[src/rtl/ljpf_pkg.sv]
`timescale 1ns / 1ps
// ----------------------------------------------------------------------------
// ljpf_pkg
// Types, constants and helpers shared by the pair force accumulator.
// ----------------------------------------------------------------------------
package ljpf_pkg;

  // Saturation limits
  localparam logic [63:0] CEIL62 = 64'h3FFF_FFFF_FFFF_FFFF;
  localparam logic [63:0] MAX47  = 64'h0000_7FFF_FFFF_FFFF;

  // Register indexes of the configuration port
  localparam logic [2:0] REG_BOX_LENGTH     = 3'd0;
  localparam logic [2:0] REG_INV_BOX_LENGTH = 3'd1;
  localparam logic [2:0] REG_CUTOFF_SQ      = 3'd2;
  localparam logic [2:0] REG_EPSILON        = 3'd3;
  localparam logic [2:0] REG_ENERGY_SHIFT   = 3'd4;

  // Reciprocal saturates at or below this r2
  localparam logic [63:0] RECIP_SAT_R2 = 64'd1024;

  // Post-processing of the shared multiplier
  typedef enum logic [1:0] {
    MUL_PLAIN,  // low 64 bits of the product
    MUL_SH40,   // >> 40, saturate at CEIL62
    MUL_SH32,   // >> 32, saturate at MAX47
    MUL_SH56    // >> 56, saturate at MAX47
  } mul_mode_t;

  typedef struct packed {
    logic      start;
    mul_mode_t mode;
  } mul_req_t;

  typedef struct packed {
    logic        done;
    logic        busy;
  } unit_stat_t;

  // Sequencer states
  typedef enum logic [3:0] {
    S_IDLE, S_P, S_K, S_SQ, S_CHK, S_DIV,
    S_M1, S_M2, S_M3, S_M4, S_M5, S_M6, S_F, S_FIN
  } seq_state_t;

  function automatic logic [49:0] mag50(input logic signed [49:0] v);
    mag50 = v[49] ? 50'(-v) : 50'(v);
  endfunction

  function automatic logic [65:0] mag66(input logic signed [65:0] v);
    mag66 = v[65] ? 66'(-v) : 66'(v);
  endfunction

  // 48-bit accumulator add with saturation
  function automatic logic signed [47:0] sat_add48(input logic signed [47:0] a,
                                                   input logic signed [49:0] b);
    logic signed [50:0] s;
    s = 51'(a) + 51'(b);
    if (s > 51'sh7FFF_FFFF_FFFF)
      sat_add48 = 48'sh7FFF_FFFF_FFFF;
    else if (s < -51'sh8000_0000_0000)
      sat_add48 = 48'sh8000_0000_0000;
    else
      sat_add48 = s[47:0];
  endfunction

endpackage

[src/rtl/ljpf_mul.sv]
`timescale 1ns / 1ps
// ----------------------------------------------------------------------------
// ljpf_mul
// Shared 64x64 multiplier: four 32x32 partial products, one per cycle,
// then a shift and saturate step.
// ----------------------------------------------------------------------------
module ljpf_mul (
  input  logic                 clk,
  input  logic                 rst_n,
  input  ljpf_pkg::mul_req_t   req,
  input  logic [63:0]          a,
  input  logic [63:0]          b,
  output ljpf_pkg::unit_stat_t stat,
  output logic [63:0]          res
);

  logic [63:0]         a_r, b_r;
  ljpf_pkg::mul_mode_t mode_r;
  logic [127:0]        acc_r, acc_nxt;
  logic [1:0]          cnt_r, cnt_nxt;
  logic                busy_r, busy_nxt, fin_r, fin_nxt;
  logic [31:0]         ap, bp;
  logic [63:0]         pp;
  logic [127:0]        pp_sh;
  logic [127:0]        shv;
  logic [63:0]         lim;

  // partial product select
  always_comb begin
    ap = cnt_r[0] ? a_r[63:32] : a_r[31:0];
    bp = cnt_r[1] ? b_r[63:32] : b_r[31:0];
    pp = 64'(ap) * 64'(bp);
    case (2'(cnt_r[0]) + 2'(cnt_r[1]))
      2'd0:    pp_sh = 128'(pp);
      2'd1:    pp_sh = 128'(pp) << 32;
      default: pp_sh = 128'(pp) << 64;
    endcase
  end

  // sequencing
  always_comb begin
    acc_nxt  = acc_r;
    cnt_nxt  = cnt_r;
    busy_nxt = busy_r;
    fin_nxt  = 1'b0;
    if (req.start) begin
      acc_nxt  = '0;
      cnt_nxt  = '0;
      busy_nxt = 1'b1;
    end else if (busy_r) begin
      acc_nxt = acc_r + pp_sh;
      cnt_nxt = cnt_r + 2'd1;
      if (cnt_r == 2'd3) begin
        busy_nxt = 1'b0;
        fin_nxt  = 1'b1;
      end
    end
  end

  always_ff @(posedge clk) begin
    if (!rst_n) begin
      busy_r <= 1'b0;
      fin_r  <= 1'b0;
      cnt_r  <= '0;
    end else begin
      busy_r <= busy_nxt;
      fin_r  <= fin_nxt;
      cnt_r  <= cnt_nxt;
    end
    acc_r <= acc_nxt;
    if (req.start) begin
      a_r    <= a;
      b_r    <= b;
      mode_r <= req.mode;
    end
  end

  // shift and saturate
  always_comb begin
    case (mode_r)
      ljpf_pkg::MUL_SH40: begin shv = acc_r >> 40; lim = ljpf_pkg::CEIL62; end
      ljpf_pkg::MUL_SH32: begin shv = acc_r >> 32; lim = ljpf_pkg::MAX47;  end
      ljpf_pkg::MUL_SH56: begin shv = acc_r >> 56; lim = ljpf_pkg::MAX47;  end
      default:            begin shv = acc_r;       lim = '1;               end
    endcase
    if (mode_r == ljpf_pkg::MUL_PLAIN)
      res = acc_r[63:0];
    else if (shv > 128'(lim))
      res = lim;
    else
      res = shv[63:0];
    stat.done = fin_r;
    stat.busy = busy_r | fin_r;
  end

endmodule

[config.mk]
export PLATFORM = sky130hd
export DESIGN_NAME = ljpf_mul
export DESIGN_NICKNAME = d
export VERILOG_FILES = /design/src/rtl/ljpf_pkg.sv /design/src/rtl/ljpf_mul.sv
export SDC_FILE = /design/constraint.sdc
export NUM_CORES = 2
export LEC_CHECK = 0
export BUFFER_PORTS_ARGS = -buffer_cell sky130_fd_sc_hd__buf_2
export CAP_MARGIN = 20
export CORE_UTILIZATION = 70
export CTS_BUF_LIST = sky130_fd_sc_hd__clkbuf_16
export DETAILED_ROUTE_END_ITERATION = 8
export GPL_ROUTABILITY_DRIVEN = 1
export GPL_TIMING_DRIVEN = 0
export PLACE_DENSITY = 0.95
export SKIP_LAST_GASP = 1
export SLEW_MARGIN = 20
export SYNTH_ARGS = -nofsm -noshare
export SYNTH_HDL_FRONTEND = slang
export SYNTH_SLANG_ARGS = --single-unit
[constraint.sdc]
create_clock -name clk -period 27.2 [get_ports clk]
set_input_delay 0 -clock clk [delete_from_list [all_inputs] [get_ports clk]]
set_output_delay 0 -clock clk [all_outputs]
set_load 0.02 [all_outputs]
==> results_dict.tcl, run 1 <==
set metrics [dict create \
    io_pins 199 \
    synth-async-reset-ratio 0 \
    ys.warnings.count 0 \
    numCtsBuffers 36 \
    port_buffers 198 \
    grt_pass1_wl_mm 385.4 \
    grt_max_degree 76 \
    start_util 0.7109 \
    synth_seq_area_share 0.1208 \
    netlist.area_leader.share 0.3315 \
    stop_stage "global routing (5_1_grt)" \
    yosys.area.top_type "fa_1" \
    synth_area_per_cell_um2 8.604 \
    cts_root_buffer "clkbuf_16" \
    cts.path.max_buffers 3 \
    syn_area_mm2 0.05417 \
    synth-edff-count 130 \
    dieWidth_um 280.2 \
    grt_usage 0.6866 \
    htree_levels 2 \
    ys_top_cells_by_area "fa_1 (33%), ha_1 (9.4%), edfxtp_1 (7.2%)" \
    error_line "[ERROR GRT-0116] Global routing finished with congestion. Check the congestion regions in the DRC Viewer." \
    synthFlopType "dfxtp_1" \
    dp_hpwl_mm 187.6 \
    synth-seq-cells 262 \
    gp_congestion 1.168 \
    cts_sinks 262 \
    ctsHoldBuffers 132 \
    synth.most_common_cell "inv_1" \
    yosys-top-cells-count "inv_1 (931), fa_1 (897), nor2_1 (845)" \
    die_h_um 280.2 \
    status "aborted with a tool error" \
    rows 101 \
    postCtsResizedCells 0 \
    cts_setup_buffers 0 \
    synth_nets 7733 \
    overflow 66 \
    netlist_instances 6296 \
    grt_pass1_vias 58230 \
    synth_cell_types 88 \
]
[per-stage QoR]
step / worst slack (ns) / area (µm²) / utilization / hold WS, ns / instances
after floorplan: 16.09 / 54170 / - / 0.09887 / 6296
after global placement: 10.69 / 56450 / 0.7408 / 0.1760 / 7524
after detailed placement: 11.51 / 56600 / 0.7427 / 0.1781 / 7530
after CTS: 11.34 / 59110 / 0.7757 / 0.08219 / 7728
[cells by family after synthesis]
group | synth area share
and+or+nand+nor | 0.1543
AOI/OAI and AO/OA | 0.1267
buffers and inverters | 0.08911
adders and majority gates | 0.4255
DFF | 0.1208
muxes | 0.05578
xor gates and xnor gates | 0.02781
[layer usage]
layer	GRT overflow	global-route usage
met5	0	0.2533
met4	27	0.5561
met3	4	0.5235
met2	32	0.8408
met1	3	0.7519
==> run 2, diff against run 1 <==
Settings changed: CORE_UTILIZATION 70 to 40, CTS_BUF_LIST sky130_fd_sc_hd__clkbuf_16 to unset, PLACE_DENSITY 0.95 to unset, PLACE_DENSITY_LB_ADDON set to 0.15.
==> run 2 against run 1 <==
Effect of this change:
- the flow now finishes without violations
- synthesized cell count unchanged
- synthesized area is the same
==> results_dict.tcl, run 2 <==
set metrics [dict create \
    utilization 0.4514 \
    largest_register_ff_count 128 \
    synth-seq-cells 262 \
    crit_top_cell "fa_1" \
    synth_area_per_cell_um2 8.604 \
    postCtsResizedCells 0 \
    io_pins 199 \
    drv_slew 0 \
    gp_congestion 1.030 \
    drv_cap 0 \
    final_critical_path_setup_slack_ns 10.73 \
    cp_num_buf_inv 7 \
    htree_levels 2 \
    cts_root_buffer "clkbuf_16" \
    cts_tree "done" \
    synth-edff-count 130 \
    synth_cell_types 88 \
    grt_max_degree 73 \
    hold_violations 0 \
    antenna_found_initial 21 \
    top_register "acc_r" \
    port_buffers 198 \
    top_regs "acc_r x128, a_r x64, b_r x64" \
    start_util 0.4044 \
    netlist_instances 6296 \
    yosys.area.top_type "fa_1" \
    grt_pass1_wl_mm 354.8 \
    drt_iter0_drc 5431 \
    clk_pin_slew_worst_paths_ns 0.06 \
    numCtsBuffers 39 \
    status "finished, final reports clean" \
    worst_path_largest_cell_delay_ns 0.92 \
    synth.most_common_cell "inv_1" \
    final_common_cell "inv_1" \
    cp-end-kind "register" \
    yosys-top-cells-count "inv_1 (931), fa_1 (897), nor2_1 (845)" \
    grt_usage 0.3614 \
    rsz0062_at_grt "false" \
    finish.net_count 8117 \
    viasPerCell 5.963 \
    final.setup_skew_ns 0.02570 \
    wl_mm 248.3 \
    drc 0 \
    critPathArrivalTime_ns 17.00 \
    min_period_over_period 0.6056 \
    worst-path-max-fanout 10 \
    synth-async-reset-ratio 0 \
    startpoint_type "register" \
    synthFlopType "dfxtp_1" \
    setup_viol 0 \
    area_delta_synth_final_pct 11.63 \
    path_delay_family "adder cells" \
    cts.path.max_buffers 3 \
    fillCellCount 13450 \
    antenna_left 0 \
    hp-class "in2reg" \
    die_area_mm2 0.1369 \
    core_mm2 0.1340 \
    maxSlewHeadroom 0.09496 \
    die_h_um 370.0 \
    netlist.area_leader.share 0.3315 \
    ys_top_cells_by_area "fa_1 (33%), ha_1 (9.4%), edfxtp_1 (7.2%)" \
    synth_seq_area_share 0.1208 \
    syn_area_mm2 0.05417 \
    drive_gt1_frac 0.07171 \
    rows 134 \
    clkLatencyLatePin_ns 0.63 \
    dp_hpwl_mm 209.0 \
    mostFrequentLayoutCells "inv_1 (931), fa_1 (897), nor2_1 (845)" \
    fin_setup_tns_ns 0 \
    period_minus_slack_ns 16.47 \
    worst_pin_slew_ns 1.348 \
    pre_cts_ws_ns 11.22 \
    cp.required_ns 27.73 \
    fmax_mhz 60.71 \
    ctsHoldBuffers 132 \
    cpMaxStageDelayCell "a31oi_1" \
    drt_pass1_iterations 8 \
    cts_sinks 262 \
    synth_nets 7733 \
    vias 50660 \
    cts_setup_buffers 0 \
    ys.warnings.count 0 \
    dieWidth_um 370.0 \
    critPathKind "reg2reg" \
    overflow 0 \
    grt_pass1_vias 50380 \
    wl_per_cell_um 29.23 \
]
[run 2: through the flow]
stage                     instances  hold WS [ns]  cell area (µm²)
after global routing           8476       0.08604            60420
after detailed placement       8275        0.1781            57720
after floorplan                6296       0.09887            54170
after global placement         8262        0.1769            57380
final                          8496       0.08726            60470
after CTS                      8476       0.04805            60390
[run 2: kinds of logic (layout without fill, tap and decap cells)]
logic type,count (synthesis),in the layout,synth area share
adder cells (fa/ha/maj),1304,1304,0.4255
XOR/XNOR,172,172,0.02781
other,0,20,0
buffers and inverters,1276,1688,0.08911
multiplexers,250,250,0.05578
flip-flops,262,262,0.1208
AO/OA/AOI/OAI,1065,1065,0.1267
AND/OR/NAND/NOR,1967,1967,0.1543
[run 2: worst paths after layout]
path | start | slack, ns | depth (start not counted) | to
min reg2reg | acc_r[126]$_SDFFE_PP0P_ | 0.49 | 2 | acc_r[126]$_SDFFE_PP0P_
max reg2reg | cnt_r[1]$_SDFFE_PP0P_ | 10.73 | 40 | acc_r[122]$_SDFFE_PP0P_
min | b[47] | 0.09 | 2 | b_r[47]$_DFFE_PP_
max | cnt_r[1]$_SDFFE_PP0P_ | 10.73 | 40 | acc_r[122]$_SDFFE_PP0P_
[run 2: per-layer routing]
metal,global-route usage,vias up,wire length (µm)
li1,-,21340,-
met1,0.5074,25900,105600
met2,0.5288,2868,104700
met3,0.09743,543,27290
met4,0.1359,10,10620
met5,0,-,67
[run 2: area by class of cell]
cell class                      count  area (µm²)  share of cell area
Clock inverter                     23       292.8            0.004842
Timing Repair Buffer              343        2487             0.04113
Clock buffer                       46        1054             0.01742
Inverter                          932        3498             0.05785
Sequential cell                   262        6546              0.1083
Buffer                            344        1345             0.02224
Tap cell                         1768        2212             0.03658
Multi-Input combinational cell   4758       42990              0.7109
Antenna cell                       20       50.05           0.0008276
Power of run 2 is left out: the tool's default activity adds up to more than one toggle a clock period on the data nets, which glitch-free logic cannot reach.
