**src/rtl/ljpf_pkg.sv**
```systemverilog
`timescale 1ns / 1ps
// ----------------------------------------------------------------------------
// ljpf_pkg
// Types, constants and helpers shared by the pair force accumulator.
// ----------------------------------------------------------------------------
package ljpf_pkg;

  // Saturation limits
  localparam logic [63:0] CEIL62 = 64'h3FFF_FFFF_FFFF_FFFF;
  localparam logic [63:0] MAX47  = 64'h0000_7FFF_FFFF_FFFF;

  // Register indexes of the configuration port
  localparam logic [2:0] REG_BOX_LENGTH     = 3'd0;
  localparam logic [2:0] REG_INV_BOX_LENGTH = 3'd1;
  localparam logic [2:0] REG_CUTOFF_SQ      = 3'd2;
  localparam logic [2:0] REG_EPSILON        = 3'd3;
  localparam logic [2:0] REG_ENERGY_SHIFT   = 3'd4;

  // Reciprocal saturates at or below this r2
  localparam logic [63:0] RECIP_SAT_R2 = 64'd1024;

  // Post-processing of the shared multiplier
  typedef enum logic [1:0] {
    MUL_PLAIN,  // low 64 bits of the product
    MUL_SH40,   // >> 40, saturate at CEIL62
    MUL_SH32,   // >> 32, saturate at MAX47
    MUL_SH56    // >> 56, saturate at MAX47
  } mul_mode_t;

  typedef struct packed {
    logic      start;
    mul_mode_t mode;
  } mul_req_t;

  typedef struct packed {
    logic        done;
    logic        busy;
  } unit_stat_t;

  // Sequencer states
  typedef enum logic [3:0] {
    S_IDLE, S_P, S_K, S_SQ, S_CHK, S_DIV,
    S_M1, S_M2, S_M3, S_M4, S_M5, S_M6, S_F, S_FIN
  } seq_state_t;

  function automatic logic [49:0] mag50(input logic signed [49:0] v);
    mag50 = v[49] ? 50'(-v) : 50'(v);
  endfunction

  function automatic logic [65:0] mag66(input logic signed [65:0] v);
    mag66 = v[65] ? 66'(-v) : 66'(v);
  endfunction

  // 48-bit accumulator add with saturation
  function automatic logic signed [47:0] sat_add48(input logic signed [47:0] a,
                                                   input logic signed [49:0] b);
    logic signed [50:0] s;
    s = 51'(a) + 51'(b);
    if (s > 51'sh7FFF_FFFF_FFFF)
      sat_add48 = 48'sh7FFF_FFFF_FFFF;
    else if (s < -51'sh8000_0000_0000)
      sat_add48 = 48'sh8000_0000_0000;
    else
      sat_add48 = s[47:0];
  endfunction

endpackage

```
**src/rtl/ljpf_div.sv**
```systemverilog
`timescale 1ns / 1ps
// ----------------------------------------------------------------------------
// ljpf_div
// Restoring divider for floor(2^72 / r2), one quotient bit per cycle.
// ----------------------------------------------------------------------------
module ljpf_div (
  input  logic                 clk,
  input  logic                 rst_n,
  input  logic                 start,
  input  logic [63:0]          den,
  output ljpf_pkg::unit_stat_t stat,
  output logic [63:0]          quo
);

  logic [63:0] den_r, rem_r, rem_nxt, q_r, q_nxt;
  logic [6:0]  cnt_r, cnt_nxt;
  logic        busy_r, busy_nxt, done_r, done_nxt;
  logic [64:0] rem_sh;
  logic        qbit;

  always_comb begin
    // dividend is a single one at bit 72
    rem_sh   = {rem_r, (cnt_r == 7'd72)};
    qbit     = rem_sh >= {1'b0, den_r};
    rem_nxt  = rem_r;
    q_nxt    = q_r;
    cnt_nxt  = cnt_r;
    busy_nxt = busy_r;
    done_nxt = 1'b0;
    if (start) begin
      rem_nxt  = '0;
      q_nxt    = '0;
      cnt_nxt  = 7'd72;
      busy_nxt = 1'b1;
    end else if (busy_r) begin
      rem_nxt = qbit ? 64'(rem_sh - {1'b0, den_r}) : rem_sh[63:0];
      q_nxt   = {q_r[62:0], qbit};
      cnt_nxt = cnt_r - 7'd1;
      if (cnt_r == 7'd0) begin
        busy_nxt = 1'b0;
        done_nxt = 1'b1;
      end
    end
  end

  always_ff @(posedge clk) begin
    if (!rst_n) begin
      busy_r <= 1'b0;
      done_r <= 1'b0;
      cnt_r  <= '0;
    end else begin
      busy_r <= busy_nxt;
      done_r <= done_nxt;
      cnt_r  <= cnt_nxt;
    end
    rem_r <= rem_nxt;
    q_r   <= q_nxt;
    if (start) den_r <= den;
  end

  assign quo       = (q_r > ljpf_pkg::CEIL62) ? ljpf_pkg::CEIL62 : q_r;
  assign stat.done = done_r;
  assign stat.busy = busy_r;

endmodule

```
**config.mk**
```make
export PLATFORM = sky130hd
export DESIGN_NAME = ljpf_div
export DESIGN_NICKNAME = d
export VERILOG_FILES = /design/src/rtl/ljpf_pkg.sv /design/src/rtl/ljpf_div.sv
export SDC_FILE = /design/constraint.sdc
export NUM_CORES = 1
export LEC_CHECK = 0
export ABC_CLOCK_PERIOD_IN_PS = 3700
export BUFFER_PORTS_ARGS = -buffer_cell sky130_fd_sc_hd__buf_2
export CORE_UTILIZATION = 45
export DETAILED_ROUTE_END_ITERATION = 16
export PLACE_DENSITY = 0.68
export SLEW_MARGIN = 20
export SYNTH_ARGS = -nofsm -noshare
export SYNTH_HDL_FRONTEND = slang
export SYNTH_SLANG_ARGS = --single-unit
```
**constraint.sdc**
```tcl
create_clock -name clk -period 3.7 [get_ports clk]
set_input_delay 0.185 -clock clk [delete_from_list [all_inputs] [get_ports clk]]
set_output_delay 0.185 -clock clk [all_outputs]
set_load 0.02 [all_outputs]
```
==> metrics, run 1 <==
WL per Instance 15.6 um; capture point of the worst reg-to-reg path rem_r[62]; Ys Warns 0; first-pass GRT wire length 49.9 mm; power per cell area 415 mW/mm^2; final setup TNS 0 ns; Fmax 286 MHz; row count 59; Hold Path Class in2reg; post-synth cell types 69; final setup margin 0.206 ns; min-delay src start; Nets 1711; chip height 166 um; Internal 4.21 mW; First DRT Iteration DRCs 759; status finished, violations left; Longest Clk Path Bufs 3; CTS tree built; cell area after layout 0.0145 mm^2; register clock-pin slew on the reported worst setup and hold paths 0.06 ns; GR Util All Layers 21.3%; CP endpoint kind register; Reg2Reg Launch Point cnt_r[0]; RSZ-0062 raised after global routing no; core footprint 0.0263 mm^2; Die ar. 0.0277 mm^2; via count 10692; layout cells sized above 1 14.2%; ant diodes 0; Clock power frac 36.5%; cell area after synthesis 0.0122 mm^2; Final HPWL DP 20.9 mm; CTS H-tree lvls 1; Initial Util 46.3%; sequential share of power 41.3%; number of synthesized flops with an enable pin 64; GP Congestion 0.918; Slew Limit Fails 0; register bit total from synthesis 201; NetSw 1.79 mW; DRC 1; worst hold path depth 1; R2R depth 18; Final setup viols 0; DIE WIDTH 166 um; Port Buf Inserts 130; total wire length 30.1 mm; vias per inst 5.54; main flop type after synthesis dfxtp_1; failing checks DRC; WHS Endpoint den_r[21]; crit path DAT 3.92 ns; Worst Clk Skew 0.0209 ns; antenna viol nets, final 0; final hold viol count 0; total CTS buffers 23; combinational fraction of design power 22.1%; CP Class reg2reg; Max Cap Violations 0; Worst Path Required 4.12 ns; DRT Pass-1 Iters 12; Root Buffer clkbuf_16; initial antenna violation count 0; pre-CTS setup slack 0.0228 ns; Sw Share 29.8%; pin count of the biggest net entering global routing 137; P_leak 6.33 nW; worst vdd ir 0.000303 V; most frequent cells in the layout nor2_1, nand2_1, dfxtp_1, buf_2, a21oi_1; area post-placement 0.0130 mm^2; share of the yosys chip area belonging to registers 38.3%; r2r setup slk 0.21 ns; Tmin final 3.49 ns; CP Max Fanout 3; fraction of registers with async set/reset 0%; GRT Residual Overflow 0; Syn Area/Cell 8.49 um^2; Area growth syn-to-layout 18.9%; Synth Instances 1433; crit path launch type register; Worst Tran Pin Value 0.734 ns; I/O pins 133; period utilization 94.4%; clk_lat worst skew 0.53 ns; Num Clock Sinks 201; number of global-route vias before repair 10177; most common cell after layout, fill and taps aside nor2_1; Rel. slew slack 51.0%
==> flip-flops by register name (all words and copies together) (netlist names) <==
| name | count |
|---|---|
| cnt_r | 7 |
| done_r | 1 |
| q_r | 64 |
| rem_r | 64 |
| den_r | 64 |
| busy_r | 1 |
==> metal layers <==
layer  vias up  routed length [um]  global-route usage [%]
li1       5373                   -                       -
met1      4966               14200                    29.3
met5         -                   0                       0
met4         0                 896                    6.80
met3        60                1600                    3.04
met2       293               13400                    34.6
==> synth_stat cells, drive strengths merged, types with 45 or more instances <==
library cell	count	area (um^2)
a21oi	94	482
a311oi	47	412
buf	45	260
clkbuf	58	221
dfxtp	137	2740
edfxtp	64	1920
ha	65	813
inv	79	297
mux2i	67	671
nand2	167	627
nor2	176	661
o21ai	57	285
or3	70	438
==> cell families (layout without fill, tap and decap cells) <==
kind of cell / after synthesis / in the layout / share of synthesized area [%]
multiplexers: 69 / 69 / 5.70
other: 1 / 2 / 0.0308
adder cells (fa/ha/maj): 66 / 66 / 6.85
buffers and inverters: 182 / 342 / 6.39
AND/OR/NAND/NOR: 530 / 530 / 20.0
XOR/XNOR: 60 / 60 / 4.32
flip-flops: 201 / 201 / 38.3
AO/OA/AOI/OAI: 324 / 324 / 18.4
==> power by group through the flow <==
stage	sequential [mW]	clock (mW)	combinational [mW]
3_3_place_gp	2.52	0	1.23
3_5_place_dp	2.53	0	1.24
4_1_cts	2.48	2.25	1.30
6_report	2.48	2.19	1.33
2_1_floorplan	2.49	0	0.970
5_1_grt	2.50	2.33	1.47
==> how the worst max path moves through the flow <==
stage,startpoint,to,slack (ns)
global route,cnt_r[0],rem_r[62],0.05
finish,cnt_r[0],rem_r[62],0.21
detailed placement,cnt_r[0],rem_r[62],0.02
floorplan,cnt_r[0],rem_r[62],0.30
global placement,cnt_r[0],rem_r[62],0.23
CTS,cnt_r[0],rem_r[62],0.07
==> worst max-delay path, cell delays in order, from the launching register on <==
cell	delay, ns
dfxtp_2	0.33
inv_1	0.06
ha_1	0.17
nand2b_1	0.09
nor3_2	0.10
nand3_1	0.13
ha_1	0.22
inv_1	0.07
fa_2	0.22
a21oi_1	0.07
o211ai_1	0.26
nand3_1	0.18
a31oi_4	0.28
o21ai_2	0.10
nand3b_1	0.17
a21oi_2	0.09
o31ai_2	0.24
mux2_1	0.35
a311oi_1	0.27
==> per-stage QoR <==
step	utilization, %	total power, mW	std cells	hold slack, ns
detailed placement	49.4	3.76	1819	0.363
global route	55.1	6.29	1929	0.129
CTS	54.7	6.03	1925	0.109
finish	55.1	6.00	1929	0.107
global placement	49.4	3.75	1819	0.362
floorplan	-	3.46	1434	0.284
==> area by class of cell <==
class,count,area (um^2)
repair buffers,222,1550
well taps,335,419
clock buffers,35,681
inverters,79,297
flip-flops and latches,201,4670
fillers,2443,11800
clock inverters,6,43.8
multi-input cells,1051,6810
==> timing repair <==
action / CTS / global route
buffers inserted: 0 / 4
hold endpoints to repair: 67 / 0
hold buffers: 65 / 0
pin swaps: 0 / 6
gates resized for setup: 1 / 15
setup endpoints to repair: 1 / 62
Note: power is estimated with default switching activity, not from simulation.
==> run 2: changes to the inputs <==
--- a/config.mk
+++ b/config.mk
@@ -6,10 +6,11 @@
 export NUM_CORES = 1
 export LEC_CHECK = 0
 export ABC_CLOCK_PERIOD_IN_PS = 3700
-export BUFFER_PORTS_ARGS = -buffer_cell sky130_fd_sc_hd__buf_2
-export CORE_UTILIZATION = 45
+export BUFFER_PORTS_ARGS = -buffer_cell sky130_fd_sc_hd__buf_4
+export CORE_UTILIZATION = 60
 export DETAILED_ROUTE_END_ITERATION = 16
-export PLACE_DENSITY = 0.68
+export PLACE_DENSITY = 0.85
+export RECOVER_POWER = 50
 export SLEW_MARGIN = 20
 export SYNTH_ARGS = -nofsm -noshare
 export SYNTH_HDL_FRONTEND = slang
==> metrics, run 2 (same netlist as run 1, synthesis figures left out) <==
status finished, violations left; failing checks capacitance limit, slew limit; First DRT Iteration DRCs 764 (+0.66%); Root Buffer clkbuf_16; Area growth syn-to-layout 21.0%; Max Cap Violations 2 (+2); R2R depth 15 (-3); Final HPWL DP 20.8 mm (-0.12%); CTS tree built; antenna viol nets, final 0 (unchanged); most frequent cells in the layout nor2_1, nand2_1, dfxtp_1, a21oi_1, buf_4; worst vdd ir 0.000337 V (+11%); DRC 0 (-1); Rel. slew slack -37.7% (-89 points); registers with the most flip-flops den_r x64, q_r x64, rem_r x64; period utilization 95.7% (+1.3 points); Final setup viols 0 (unchanged); first-pass GRT wire length 50.3 mm (+0.82%); Slew Limit Fails 138 (+138); worst hold path depth 2 (+1); chip height 144 um (-13%); GP Congestion 0.962 (+4.8%); CTS H-tree lvls 1 (unchanged); via count 11148 (+4.3%); total CTS buffers 22 (-4.3%); crit path DAT 3.90 ns (-0.02 ns); crit path launch type register; pin count of the biggest net entering global routing 108 (-21%); power per cell area 405 mW/mm^2 (-2.2%); most common cell after layout, fill and taps aside nor2_1; final hold viol count 0 (unchanged); Longest Clk Path Bufs 3 (unchanged); Hold Path Class in2reg; Tmin final 3.54 ns (+0.0464 ns); register clock-pin slew on the reported worst setup and hold paths 0.06 ns (about the same); Worst Tran Pin Value 2.06 ns (+1.33 ns); pre-CTS setup slack 0.130 ns (+0.107 ns); CP Class reg2reg; clk_lat worst skew 0.52 ns (about the same); Worst Clk Skew 0.0244 ns (+0.00356 ns); Fmax 282 MHz (-1.3%); Nets 1714 (+0.18%); layout cells sized above 1 14.0% (-0.27 points); CP Max Fanout 4 (+1); Hold WS 0.400 ns (+0.293 ns); Initial Util 61.9% (+16 points); P_leak 6.36 nW (+0.59%); Num Clock Sinks 201 (unchanged); vias per inst 5.99 (+8.1%); core footprint 0.0197 mm^2 (-25%); WL per Instance 16.8 um (+7.3%); DRT Pass-1 Iters 5 (-7); total wire length 31.2 mm (+3.5%); Port Buf Inserts 130 (unchanged); DIE WIDTH 144 um (-13%); I/O pins 133 (unchanged); final setup margin 0.160 ns (-0.0464 ns); CP endpoint kind register; GR Util All Layers 29.7% (+8.3 points); GRT Residual Overflow 0 (unchanged); ant diodes 0 (unchanged); initial antenna violation count 0 (unchanged); final-layout fill cell count 1401 (-43%); number of global-route vias before repair 10615 (+4.3%); Worst Path Required 4.06 ns (-0.06 ns); Die ar. 0.0209 mm^2 (-25%); row count 51 (-14%)
==> run 2: cell types whose count changed in the layout (fill, tap and decap cells not counted), sizes merged <==
cell and delta:
bufinv +1, buf -64, inv -1, clkbuf +63, clkinv +2, dlygate4sd3 +1
==> run 2: repair_timing <==
action                     4_1_cts  5_1_grt
hold endpoints to repair        71        0
gates resized for setup          0       20
setup buffers                    0        6
setup endpoints to repair        0       63
hold buffers                    66        0
==> run 2: worst paths after layout <==
check | start | end | slack (ns)
setup reg to reg | cnt_r[0] | rem_r[59] | 0.16
hold reg to reg | rem_r[34] | rem_r[35] | 0.50
hold / removal | den[13] | den_r[13] | 0.40
setup / recovery | cnt_r[0] | rem_r[59] | 0.16
==> run 2: routing by layer <==
layer | track usage [%] | up-vias | share of wire (%)
met5 | 0 | - | 0
met4 | 9.70 | 0 | 3.0
met3 | 4.77 | 88 | 6.5
met2 | 52.6 | 445 | 49
met1 | 36.5 | 5225 | 41
li1 | - | 5390 | -
==> run 2: cell type report <==
class | instances | area, um^2 | area share, %
well taps | 265 | 332 | 2.25
clock inverters | 8 | 72.6 | 0.493
flip-flops and latches | 201 | 4670 | 31.7
clock buffers | 31 | 624 | 4.24
multi-input cells | 1051 | 6810 | 46.2
repair buffers | 226 | 1930 | 13.1
inverters | 79 | 297 | 2.01
==> run 2: worst max-delay path: stages (launching register included) <==
cell      delay [ns]
dfxtp_2         0.34
inv_1           0.09
ha_2            0.20
nand2b_1        0.10
nor3_2          0.11
nand3_1         0.13
ha_2            0.21
nor2b_1         0.19
o2111a_1        0.26
or3_1           0.17
a21o_1          0.15
a311o_1         0.30
a211oi_2        0.12
or2_2           0.35
o311ai_0        0.53
o21ai_1         0.13
==> run 2: power breakdown <==
| group | switching, mW | total [mW] | internal [mW] |
|---|---|---|---|
| clock | 0.872 | 2.11 | 1.24 |
| sequential | 0.0848 | 2.48 | 2.40 |
| combinational | 0.800 | 1.37 | 0.572 |
==> run 2: per-stage QoR <==
step | cells | power [mW] | TNS [ns] | utilization (%) | area [um^2]
finish | 1861 | 5.97 | 0 | 74.9 | 14700
floorplan | 1434 | 3.46 | 0 | - | 12200
global route | 1861 | 6.23 | -0.0179 | 74.9 | 14700
CTS | 1855 | 5.95 | 0 | 74.4 | 14600
detailed placement | 1750 | 3.78 | 0 | 67.5 | 13300
global placement | 1750 | 3.76 | 0 | 67.5 | 13300
==> run 3: changes to the inputs <==
--- a/config.mk
+++ b/config.mk
@@ -9,9 +9,10 @@
 export BUFFER_PORTS_ARGS = -buffer_cell sky130_fd_sc_hd__buf_4
 export CORE_UTILIZATION = 60
 export DETAILED_ROUTE_END_ITERATION = 16
+export MAX_ROUTING_LAYER = met4
 export PLACE_DENSITY = 0.85
 export RECOVER_POWER = 50
-export SLEW_MARGIN = 20
+export SKIP_LAST_GASP = 1
 export SYNTH_ARGS = -nofsm -noshare
 export SYNTH_HDL_FRONTEND = slang
 export SYNTH_SLANG_ARGS = --single-unit
==> metrics, run 3 (same netlist as run 1, synthesis figures left out) <==
total wire length 30.9 mm (-1.1%); cell count along the critical path 12 (-3); Max Cap Violations 2 (unchanged); First DRT Iteration DRCs 791 (+3.5%); Root Buffer clkbuf_16; crit path launch type register; CP Max Fanout 28 (+24); Tmin final 3.56 ns (+0.0244 ns); Core Util, Final 74.9% (-0.096 points); Worst path top cell family by delay compound AO/OA/AOI/OAI gates; register clock-pin slew on the reported worst setup and hold paths 0.06 ns (about the same); Port Buf Inserts 130 (unchanged); DRT Pass-1 Iters 7 (+2); DRC 0 (unchanged); CTS tree built; core footprint 0.0197 mm^2 (unchanged); pre-CTS setup slack 0.0952 ns (-0.0347 ns); GR Layer Usage met3 4.70% (-0.066 points); crit path to rem_r[45]; CP endpoint kind register; P_leak 6.37 nW (+0.16%); area post-placement 0.0132 mm^2 (about the same); power per cell area 411 mW/mm^2 (+1.3%); CTS H-tree lvls 1 (unchanged); r2r setup slk 0.14 ns (-0.02 ns); Initial Util 61.9% (unchanged); row count 51 (unchanged); most common cell after layout, fill and taps aside nor2_1; antenna viol nets, final 0 (unchanged); Fmax 281 MHz (-0.69%); clk_lat worst skew 0.52 ns (about the same); Final setup viols 0 (unchanged); capture point of the worst reg-to-reg path rem_r[45]; GR Layer Usage met2 50.7% (-2.0 points); R2R depth 12 (-3); Internal 4.28 mW (+1.5%); failing checks capacitance limit, slew limit; CP max-delay cell o31ai_1; GR Util met1 36.4% (-0.069 points); GRT Residual Overflow 0 (unchanged); final hold viol count 0 (unchanged); sequential share of power 41.1% (-0.5 points); Slew Limit Fails 158 (+14%); WL per Instance 16.6 um (-1.2%); Worst Tran Pin Value 2.13 ns (+0.0644 ns); Worst Path Required 4.09 ns (+0.03 ns); DIE WIDTH 144 um (unchanged); Die ar. 0.0209 mm^2 (unchanged); worst vdd ir 0.000386 V (+15%); pin count of the biggest net entering global routing 89 (-18%); Hold Path Class in2reg; via count 11125 (-0.21%); grt peak-use layer met2; Longest Clk Path Bufs 3 (unchanged); CP max stage delay 0.54 ns (about the same); Clock power frac 36.4% (+1.0 points); I/O pins 133 (unchanged); Bufs and invs on worst path 2 (+1); chip height 144 um (unchanged); Worst Clk Skew 0.0128 ns (-0.0116 ns); registers with the most flip-flops den_r x64, q_r x64, rem_r x64; vias per inst 5.97 (-0.26%); Rel. slew slack -41.8% (-4.1 points); first-pass GRT wire length 49.7 mm (-1.2%); layout cells sized above 1 14.1% (+0.13 points); initial antenna violation count 1 (+1); Sw Share 29.2% (-0.21 points); final setup margin 0.135 ns (-0.0244 ns); Area growth syn-to-layout 20.9%; combinational fraction of design power 22.5% (-0.5 points); NetSw 1.76 mW (+0.48%); most frequent cells in the layout nor2_1, nand2_1, dfxtp_1, a21oi_1, buf_4; Final HPWL DP 20.9 mm (+0.16%); period utilization 96.3% (+0.66 points); total CTS buffers 22 (unchanged); CP Class reg2reg; Nets 1713 (-0.058%); GR Util All Layers 30.3% (+0.62 points); critical path, cell by cell inv_1 > ha_1 > a21oi_1 > o21ai_0 > nor3b_1 > o31ai_1 > o311a_1 > o2111a_1 > or2_4 > buf_12 > nand2_1 > a311oi_1; GP Congestion 0.982 (+2.1%); status finished, violations left; final-layout fill cell count 1413 (+0.86%); Reg2Reg Launch Point den_r[44]; crit path DAT 3.95 ns (+0.05 ns); cell area after layout 0.0147 mm^2 (-0.13%); Crit. Startpoint den_r[44]; number of global-route vias before repair 10525 (-0.85%); Num Clock Sinks 201 (unchanged)
run 3: routing by layer:
metal  vias up  share of wire, %
li1       5388                 -
met5         -                 0
met2       410                48
met3       100               5.9
met1      5227                42
met4         0               3.6
run 3: worst min-delay path by stage:
| stage | start | endpoint | slack, ns | cells past startpoint |
|---|---|---|---|---|
| 6_report | den[59] | den_r[59] | 0.40 | 2 |
| 5_1_grt | den[15] | den_r[15] | 0.40 | 2 |
| 4_1_cts | start | q_r[48] | 0.15 | 2 |
| 3_5_place_dp | den[44] | den_r[44] | 0.36 | 1 |
| 3_3_place_gp | den[31] | den_r[31] | 0.36 | 1 |
| 2_1_floorplan | den[0] | den_r[0] | 0.28 | 0 |
run 3: worst register-to-register path, cell delays in order (launching register included):
cell and delay [ns]:
edfxtp_1 0.33, inv_1 0.05, ha_1 0.43, a21oi_1 0.23
o21ai_0 0.19, nor3b_1 0.19, o31ai_1 0.54, o311a_1 0.26
o2111a_1 0.27, or2_4 0.29, buf_12 0.22, nand2_1 0.11
a311oi_1 0.35
run 3: timing repair:
item	CTS	global route
hold buffers	65	0
endpoints found under the hold margin	67	0
gates resized for setup	0	17
setup buffers	0	6
endpoints found under the setup margin	0	64
run 3: power by group through the flow:
stage               Clock (mW)  Combinational (mW)  Sequential [mW]
global placement             0                1.23             2.52
finish                    2.20                1.36             2.48
detailed placement           0                1.25             2.52
global route              2.32                1.49             2.50
CTS                       2.22                1.32             2.48
floorplan                    0               0.970             2.49
run 3: area by class of cell:
cell class / instances / area [um^2] / share of cell area (%)
repair buffers: 225 / 1870 / 12.7
well taps: 265 / 332 / 2.25
multi-input cells: 1051 / 6800 / 46.2
diodes: 1 / 2.50 / 0.0170
inverters: 79 / 297 / 2.02
flip-flops and latches: 201 / 4670 / 31.7
clock buffers: 32 / 659 / 4.48
clock inverters: 8 / 75.1 / 0.510
run 3: metrics by stage:
stage	setup TNS, ns	hold slack (ns)	std cells	power (mW)
final	0	0.403	1862	6.04
after global routing	-0.113	0.396	1862	6.31
after CTS	0	0.147	1855	6.02
after detailed placement	0	0.364	1750	3.77
after global placement	0	0.363	1750	3.75
after floorplan	0	0.284	1434	3.46
